<file path="src/rtl/core/sfe_pkg.sv">
// sfe_pkg: shared types and constants for the SLIP frame encoder.
// No dependencies; imported by every module of the block.
package sfe_pkg;

  // Action codes carried on the input tuser
  localparam logic [1:0] ACT_START = 2'd0;
  localparam logic [1:0] ACT_DATA  = 2'd1;
  localparam logic [1:0] ACT_END   = 2'd2;

  // SLIP special bytes
  localparam logic [7:0] FRAME_END  = 8'hC0;
  localparam logic [7:0] FRAME_ESC  = 8'hDB;
  localparam logic [7:0] ESC_OF_END = 8'hDC;
  localparam logic [7:0] ESC_OF_ESC = 8'hDD;

  // Record layout
  localparam int META_BYTES = 16;
  localparam int META_W     = META_BYTES * 8;
  localparam int META_IDX_W = $clog2(META_BYTES);
  localparam int IN_DATA_W  = 136;

  // Default depth of the front-to-back queue
  localparam int QUEUE_DEPTH_DEF = 2;

  // One classified item: a start carries the 16 metadata bytes, byte 0 first
  // in the low bits; a data item carries its payload in byte 0.
  typedef struct packed {
    logic [1:0]        kind;
    logic [META_W-1:0] bytes;
  } q_entry_t;

  // Push side of the queue
  typedef struct packed {
    logic     push;
    q_entry_t entry;
  } q_push_t;

  // Pop side of the queue
  typedef struct packed {
    logic     valid;
    q_entry_t entry;
  } q_head_t;

endpackage

</file>
<file path="src/rtl/core/slip_frame_encoder.sv">
// slip_frame_encoder: top level of the SLIP capture-record encoder.
// Depends on sfe_pkg, sfe_front, sfe_queue and sfe_back.
//
// Turns action beats into SLIP line bytes, one line byte per clock at best.
// A start beat (tuser 0) sends 0xC0 and then 16 metadata bytes: source
// address, destination address (both little-endian), qos, source endpoint,
// destination endpoint, rssi and delay (little-endian), each byte escaped;
// that is 17 to 33 line bytes. A data beat (tuser 1) sends its payload
// byte escaped, as 1 or 2 line bytes. An end beat (tuser 2) sends 0xC0.
// tuser 3 is accepted and produces nothing. 0xC0 goes out as 0xDB 0xDC
// and 0xDB as 0xDB 0xDD. out_tlast marks the final line byte of
// each input beat. The throughput is set by the back-end byte sequencer,
// which puts out one line byte per cycle when not stalled; the input side
// keeps accepting into a QUEUE_DEPTH-entry queue while the sequencer works,
// and the output byte sits in a register so the two sides stall on their own.
module slip_frame_encoder #(
  parameter int QUEUE_DEPTH = sfe_pkg::QUEUE_DEPTH_DEF  // 2 or more
) (
  input  logic                          clk,
  input  logic                          rst_n,
  input  logic                          in_tvalid,
  output logic                          in_tready,
  // tdata: source_addr[31:0], dest_addr[63:32], qos_class[71:64],
  // source_endpoint[79:72], dest_endpoint[87:80], signal_strength[95:88],
  // travel_delay[127:96], payload_byte[135:128]
  input  logic [sfe_pkg::IN_DATA_W-1:0] in_tdata,
  // tuser: action[1:0]
  input  logic [1:0]                    in_tuser,
  output logic                          out_tvalid,
  input  logic                          out_tready,
  // tdata: line_byte[7:0]
  output logic [7:0]                    out_tdata,
  // tlast: run_last
  output logic                          out_tlast
);
  import sfe_pkg::*;

  q_push_t q_push;
  q_head_t q_head;
  logic    q_full;
  logic    q_pop;

  // front: classify and pack
  sfe_front u_front (
    .in_tvalid (in_tvalid),
    .in_tready (in_tready),
    .in_tdata  (in_tdata),
    .in_tuser  (in_tuser),
    .q_full    (q_full),
    .q_push    (q_push)
  );

  // decoupling queue
  sfe_queue #(
    .DEPTH (QUEUE_DEPTH)
  ) u_queue (
    .clk    (clk),
    .rst_n  (rst_n),
    .q_push (q_push),
    .q_pop  (q_pop),
    .q_full (q_full),
    .q_head (q_head)
  );

  // back: byte sequencer, escaping, output register
  sfe_back u_back (
    .clk        (clk),
    .rst_n      (rst_n),
    .q_head     (q_head),
    .q_pop      (q_pop),
    .out_tvalid (out_tvalid),
    .out_tready (out_tready),
    .out_tdata  (out_tdata),
    .out_tlast  (out_tlast)
  );

endmodule

</file>
<file path="src/rtl/core/sfe_front.sv">
// sfe_front: accepts input beats, drops undefined actions and packs the
// metadata or payload into a queue entry. Depends on sfe_pkg.
module sfe_front (
  input  logic                          in_tvalid,
  output logic                          in_tready,
  // tdata: source_addr[31:0], dest_addr[63:32], qos_class[71:64],
  // source_endpoint[79:72], dest_endpoint[87:80], signal_strength[95:88],
  // travel_delay[127:96], payload_byte[135:128]
  input  logic [sfe_pkg::IN_DATA_W-1:0] in_tdata,
  // tuser: action[1:0]
  input  logic [1:0]                    in_tuser,
  input  logic                          q_full,
  output sfe_pkg::q_push_t              q_push
);
  import sfe_pkg::*;

  logic [31:0] source_addr, dest_addr, travel_delay;
  logic [7:0]  qos_class, source_endpoint, dest_endpoint, signal_strength, payload_byte;
  logic        known;

  assign source_addr     = in_tdata[31:0];
  assign dest_addr       = in_tdata[63:32];
  assign qos_class       = in_tdata[71:64];
  assign source_endpoint = in_tdata[79:72];
  assign dest_endpoint   = in_tdata[87:80];
  assign signal_strength = in_tdata[95:88];
  assign travel_delay    = in_tdata[127:96];
  assign payload_byte    = in_tdata[135:128];

  assign in_tready = !q_full;

  always_comb begin
    known = 1'b1;
    q_push.entry.kind  = in_tuser;
    q_push.entry.bytes = '0;
    case (in_tuser)
      ACT_START: begin
        // little-endian fields, source address byte 0 lowest
        q_push.entry.bytes = {travel_delay, signal_strength, dest_endpoint,
                              source_endpoint, qos_class, dest_addr, source_addr};
      end
      ACT_DATA: begin
        q_push.entry.bytes = {{(META_W-8){1'b0}}, payload_byte};
      end
      ACT_END: begin
        q_push.entry.bytes = '0;
      end
      default: begin
        known = 1'b0;
      end
    endcase
    q_push.push = in_tvalid && in_tready && known;
  end

endmodule

</file>
<file path="src/rtl/core/sfe_queue.sv">
// sfe_queue: small FIFO of classified items between front and back.
// Depends on sfe_pkg.
module sfe_queue #(
  parameter int DEPTH = sfe_pkg::QUEUE_DEPTH_DEF
) (
  input  logic             clk,
  input  logic             rst_n,
  input  sfe_pkg::q_push_t q_push,
  input  logic             q_pop,
  output logic             q_full,
  output sfe_pkg::q_head_t q_head
);
  import sfe_pkg::*;

  localparam int PTR_W = (DEPTH > 1) ? $clog2(DEPTH) : 1;
  localparam int CNT_W = $clog2(DEPTH + 1);

  q_entry_t         mem [DEPTH];
  logic [PTR_W-1:0] wr_ptr_r, wr_ptr_nxt, rd_ptr_r, rd_ptr_nxt;
  logic [CNT_W-1:0] count_r, count_nxt;
  logic             do_pop;

  assign q_full       = (count_r == CNT_W'(DEPTH));
  assign q_head.valid = (count_r != '0);
  assign q_head.entry = mem[rd_ptr_r];
  assign do_pop       = q_pop && q_head.valid;

  always_comb begin
    wr_ptr_nxt = wr_ptr_r;
    rd_ptr_nxt = rd_ptr_r;
    count_nxt  = count_r;
    if (q_push.push) begin
      wr_ptr_nxt = (wr_ptr_r == PTR_W'(DEPTH - 1)) ? '0 : wr_ptr_r + PTR_W'(1);
    end
    if (do_pop) begin
      rd_ptr_nxt = (rd_ptr_r == PTR_W'(DEPTH - 1)) ? '0 : rd_ptr_r + PTR_W'(1);
    end
    if (q_push.push && !do_pop) begin
      count_nxt = count_r + CNT_W'(1);
    end else if (!q_push.push && do_pop) begin
      count_nxt = count_r - CNT_W'(1);
    end
  end

  always_ff @(posedge clk) begin
    if (!rst_n) begin
      wr_ptr_r <= '0;
      rd_ptr_r <= '0;
      count_r  <= '0;
    end else begin
      wr_ptr_r <= wr_ptr_nxt;
      rd_ptr_r <= rd_ptr_nxt;
      count_r  <= count_nxt;
    end
  end

  always_ff @(posedge clk) begin
    if (q_push.push) begin
      mem[wr_ptr_r] <= q_push.entry;
    end
  end

endmodule

</file>
<file path="src/rtl/core/sfe_back.sv">
// sfe_back: walks the head queue entry byte by byte, applies SLIP escaping
// and drives the registered output stream. Depends on sfe_pkg.
module sfe_back (
  input  logic             clk,
  input  logic             rst_n,
  input  sfe_pkg::q_head_t q_head,
  output logic             q_pop,
  output logic             out_tvalid,
  input  logic             out_tready,
  output logic [7:0]       out_tdata,
  output logic             out_tlast
);
  import sfe_pkg::*;

  localparam int IDX_W = $clog2(META_BYTES + 1);

  logic [IDX_W-1:0]      idx_r, idx_nxt, idx_m1;
  logic                  esc_r, esc_nxt;
  logic                  ovalid_r, ovalid_nxt;
  logic [7:0]            obyte_r, obyte_nxt;
  logic                  olast_r, olast_nxt;
  logic [META_IDX_W-1:0] meta_sel;
  logic                  is_start, raw_delim, last_byte, need_esc, advance, byte_done;
  logic [7:0]            cur_byte, emit_byte;

  assign is_start  = (q_head.entry.kind == ACT_START);
  assign idx_m1    = idx_r - IDX_W'(1);
  assign meta_sel  = is_start ? idx_m1[META_IDX_W-1:0] : '0;
  assign raw_delim = (q_head.entry.kind == ACT_END) || (is_start && idx_r == '0);
  assign last_byte = is_start ? (idx_r == IDX_W'(META_BYTES)) : 1'b1;
  assign cur_byte  = q_head.entry.bytes[meta_sel*8 +: 8];
  assign need_esc  = !raw_delim && (cur_byte == FRAME_END || cur_byte == FRAME_ESC);
  assign advance   = q_head.valid && (!ovalid_r || out_tready);
  // a byte is finished when it needed no escape or its second half goes out
  assign byte_done = esc_r || !need_esc;

  always_comb begin
    if (raw_delim) begin
      emit_byte = FRAME_END;
    end else if (esc_r) begin
      emit_byte = (cur_byte == FRAME_END) ? ESC_OF_END : ESC_OF_ESC;
    end else if (need_esc) begin
      emit_byte = FRAME_ESC;
    end else begin
      emit_byte = cur_byte;
    end
  end

  always_comb begin
    idx_nxt    = idx_r;
    esc_nxt    = esc_r;
    ovalid_nxt = ovalid_r && !out_tready;
    obyte_nxt  = obyte_r;
    olast_nxt  = olast_r;
    q_pop      = 1'b0;
    if (advance) begin
      ovalid_nxt = 1'b1;
      obyte_nxt  = emit_byte;
      olast_nxt  = byte_done && last_byte;
      if (!byte_done) begin
        esc_nxt = 1'b1;
      end else begin
        esc_nxt = 1'b0;
        if (last_byte) begin
          idx_nxt = '0;
          q_pop   = 1'b1;
        end else begin
          idx_nxt = idx_r + IDX_W'(1);
        end
      end
    end
  end

  always_ff @(posedge clk) begin
    if (!rst_n) begin
      idx_r    <= '0;
      esc_r    <= 1'b0;
      ovalid_r <= 1'b0;
    end else begin
      idx_r    <= idx_nxt;
      esc_r    <= esc_nxt;
      ovalid_r <= ovalid_nxt;
    end
  end

  always_ff @(posedge clk) begin
    obyte_r <= obyte_nxt;
    olast_r <= olast_nxt;
  end

  assign out_tvalid = ovalid_r;
  assign out_tdata  = obyte_r;
  assign out_tlast  = olast_r;

endmodule
</file>
<file path="config.mk">
export PLATFORM = sky130hd
export DESIGN_NAME = slip_frame_encoder
export DESIGN_NICKNAME = d
export VERILOG_FILES = /design/src/rtl/core/sfe_pkg.sv /design/src/rtl/core/slip_frame_encoder.sv /design/src/rtl/core/sfe_front.sv /design/src/rtl/core/sfe_queue.sv /design/src/rtl/core/sfe_back.sv
export SDC_FILE = /design/constraint.sdc
export NUM_CORES = 1
export LEC_CHECK = 0
export ABC_AREA = 1
export BUFFER_PORTS_ARGS = -buffer_cell sky130_fd_sc_hd__buf_2
export CORE_MARGIN = 8
export CORE_UTILIZATION = 55
export CTS_BUF_LIST = sky130_fd_sc_hd__clkbuf_8
export CTS_CLUSTER_DIAMETER = 150
export DETAILED_ROUTE_END_ITERATION = 16
export GPL_TIMING_DRIVEN = 0
export PLACE_DENSITY = 0.76
export SYNTH_ARGS = -nofsm -noshare
export SYNTH_HDL_FRONTEND = slang
export SYNTH_SLANG_ARGS = --single-unit
</file>
<file path="constraint.sdc">
create_clock -name clk -period 8.97 [get_ports clk]
set_input_delay 1.794 -clock clk [delete_from_list [all_inputs] [get_ports clk]]
set_output_delay 1.794 -clock clk [all_outputs]
set_load 0.02 [all_outputs]
</file>
==> parameters.txt <==
Parameter                              Value

GRT
  Largest net degree at the start of global routing    33
  Number of global-route vias before repair    9555
  GRT overflow    0
  Number of antenna violations at the first check in global routing    0
  First-pass GRT wire length    52000 um
  All-layer global routing usage    0.239

Route
  First-pass iteration count of the detailed router    5
  Vias after detailed routing    9755
  Routed WL per cell    19.4 um
  Number of vias per cell    5.45
  Total Wirelength    34700 um
  Starting DRT DRC Count    1325
  DRC violation count after routing    0
  Residual antenna-violating net count after detailed routing    0

Timing
  Min cycle time layout    4.00 ns
  Worst-margin pin slew    0.938 ns
  Maximum operating frequency    250 MHz
  Worst relative slew slack    0.373
  Final period util    0.446
  Setup slack after layout    4.97 ns
  RSZ-0062 raised after global routing    false
  Fin. Hold Viols    0
  Worst-case hold slack    0.490 ns
  Total of endpoints with negative setup slack in the final report    0
  Final setup skew    0.0295 ns
  Number of slew-limit violations in the final report    0
  Total negative setup slack    0 ns

Critical path
  Category of the worst setup path launch point    flip-flop
  Kind of end point of the critical path    flip-flop
  Crit-path max cell delay    0.48 ns
  Startpoint-to-endpoint class of the critical path    reg2reg
  Sequence of cells on the critical path    inv_2, buf_2, ha_1, nor2_2, buf_2, nand3_1, nand3_1, nand3_1, nand2_1, inv_2, nand2_1, nor2_1, nand2_1, nand2_4, nand2_4, nand3_4, ha_1, a21oi_1, o21ai_0, o21ai_0, a21oi_1
  Highest fanout seen on the critical path    11
  Critical path data required time    9.41 ns
  Arrival time at the worst endpoint    4.44 ns
  Standard cell with the maximum stage delay on the critical path    dfxtp_1

Clock network
  Post-CTS clock slew at the launch and capture registers of the worst setup and hold paths    0.06 ns
  Sink count of the clock tree    281
  CTS tree    built
  Number of hold buffers added after cts    0
  Buffer cell driving the clock tree root    clkbuf_8
  CTS Buffer Depth    3
  Latest clock arrival within the worst-skew pair    0.56 ns
  Maximum level of the CTS H-tree    2
  Number of cells upsized or downsized after cts    0
  Number of CTS-inserted buffers    45
  Buffer count from post-CTS setup fixing    0

Yosys
  Synthesized Nets    1379
  Post-Synthesis Cells    1233
  Dominant combinational cell family by area after synthesis    simple AND/OR/NAND/NOR gates
  Seq/Total Area, Yosys    0.646
  Synthesized area    12900 um2
  Share of synthesized cell area in full adder, half adder and majority cells    0.00389
  Fraction of the mapped netlist area in simple logic gates    0.207
  FF+latch count, synth    281
  Complex-gate fraction of the synthesized area    0.0230
  Xor/xnor cell area share of the yosys netlist    0.00340
  Syn_area_per_cell    10.4 um2
  Number of warnings issued by yosys    0
  Yosys cell types    35
  Multiplexer share of the synthesized area    0.0443

Place
  Total placed instance area    14200 um2
  Pre-CTS setup slack    4.49 ns
  Final weighted congestion in routability-driven placement    0.933
  Count of input and output buffers    152
  Hpwl dp    24200 um
  Placed cell count    1712

Die
  Die area    28600 um2
  Initial Utilization    0.555
  Top Ports    153
  Rows    56
  Core ar.    23200 um2
  Chip height    169 um
  Width of the chip    169 um

Cells and area
  # fillers    1818
  Share of post-route cells with drive strength above 1    0.198
  Post-route standard cell area excluding fillers    15000 um2
  Post-layout util    0.647
  Layout Cells excl Fill    1791
  Nets    1586
  Antenna cell count    0
  Layout Area Growth over Synthesis    16.5%

Power and ir drop
  Leak    6.48 nW
  Power per cell area    304 nW/um2
  Total power draw    4.56 mW
  Worst voltage drop across the vdd grid    0.000148 V

Run status
  Status    completed

Min path
  Min-Delay Path Class    reg2reg

Run
  Max-capacitance violation count    0
cell families (layout without fill, tap and decap cells):
family	count (synthesis)	count (layout)
xor+xnor	5	5
mux	57	57
buf+inv	220	459
fa+ha+maj	4	4
simple gates	616	616
flops	281	281
compound gates	50	50
registers in the layout, summed over array words and instances, names as in the netlist, named ones only:
signal             count
u_queue.count_r        2
u_back.esc_r           1
u_queue.mem          260
u_queue.wr_ptr_r       1
u_queue.rd_ptr_r       1
u_back.out_tlast       1
u_back.out_tvalid      1
u_back.idx_r           5
u_back.out_tdata       8
cells in the mapped netlist, drive strengths merged:
master | n | area share
a21boi | 12 | 0.0070
a21oi | 10 | 0.0039
a31oi | 2 | 0.00097
buf | 39 | 0.019
clkbuf | 22 | 0.0064
clkinv | 3 | 0.00097
dfxtp | 12 | 0.019
edfxtp | 269 | 0.63
ha | 4 | 0.0039
inv | 156 | 0.045
mux2i | 57 | 0.044
nand2 | 239 | 0.075
nand3 | 159 | 0.063
nand4 | 2 | 0.00097
nor2 | 204 | 0.062
nor3 | 1 | 0.00039
o211ai | 2 | 0.0012
o21ai | 22 | 0.0088
o31ai | 2 | 0.0012
or2 | 11 | 0.0053
xnor2 | 1 | 0.00068
xor2 | 4 | 0.0027
cell usage in the layout (no fill, tap or decap), drive strengths merged:
cell	Yosys	routed
edfxtp	269	269
nand2	239	239
nor2	204	204
buf	39	199
inv	156	174
nand3	159	159
clkbuf	22	69
mux2i	57	57
o21ai	22	22
clkinv	3	15
a21boi	12	12
dfxtp	12	12
or2	11	11
a21oi	10	10
xor2	4	4
ha	4	4
nand4	2	2
a31oi	2	2
o31ai	2	2
o211ai	2	2
clkinvlp	0	2
xnor2	1	1
nor3	1	1
per-layer routing:
metal  global-route usage  vias to the layer above  share of wire
met4                0.124                        0          0.051
met3               0.0503                      132           0.10
met5                    0                        -              0
met1                0.301                     4500           0.38
met2                0.387                      622           0.47
li1                     -                     4501              -
cell type report:
| cell class | instances | area, um2 | share of cell area |
|---|---|---|---|
| flip-flops and latches | 281 | 8320 | 0.555 |
| well taps | 319 | 399 | 0.0266 |
| clock inverters | 32 | 135 | 0.00901 |
| clock buffers | 47 | 647 | 0.0431 |
| inverters | 159 | 598 | 0.0399 |
| repair buffers | 160 | 928 | 0.0619 |
| multi-input cells | 732 | 3640 | 0.243 |
| plain buffers | 61 | 330 | 0.0220 |
report_power, final:
group / switching [mW] / internal (mW) / leakage [nW] / total [mW]
sequential: 0.0501 / 1.65 / 2.65 / 1.70
combinational: 1.30 / 0.596 / 3.37 / 1.90
clock: 0.484 / 0.483 / 0.460 / 0.968
total: 1.84 / 2.72 / 6.48 / 4.56
critical path: cells and delay by family, from the launching register on:
family                   cells  cell delay [ns]
AND/OR/NAND/NOR             11             1.56
buffers and inverters        4             0.70
adder cells (fa/ha/maj)      2             0.67
flip-flops                   1             0.48
AO/OA/AOI/OAI                4             0.46
final timing paths:
| path | start | end | cells after the start | slack, ns |
|---|---|---|---|---|
| max reg2reg | u_back.idx_r[0] | u_queue.count_r[1] | 21 | 4.97 |
| max | u_back.idx_r[0] | u_queue.count_r[1] | 21 | 4.97 |
| min | u_back.out_tvalid | u_back.out_tvalid | 2 | 0.49 |
| min reg2reg | u_back.out_tvalid | u_back.out_tvalid | 2 | 0.49 |
(Power assumes the default switching activity.)
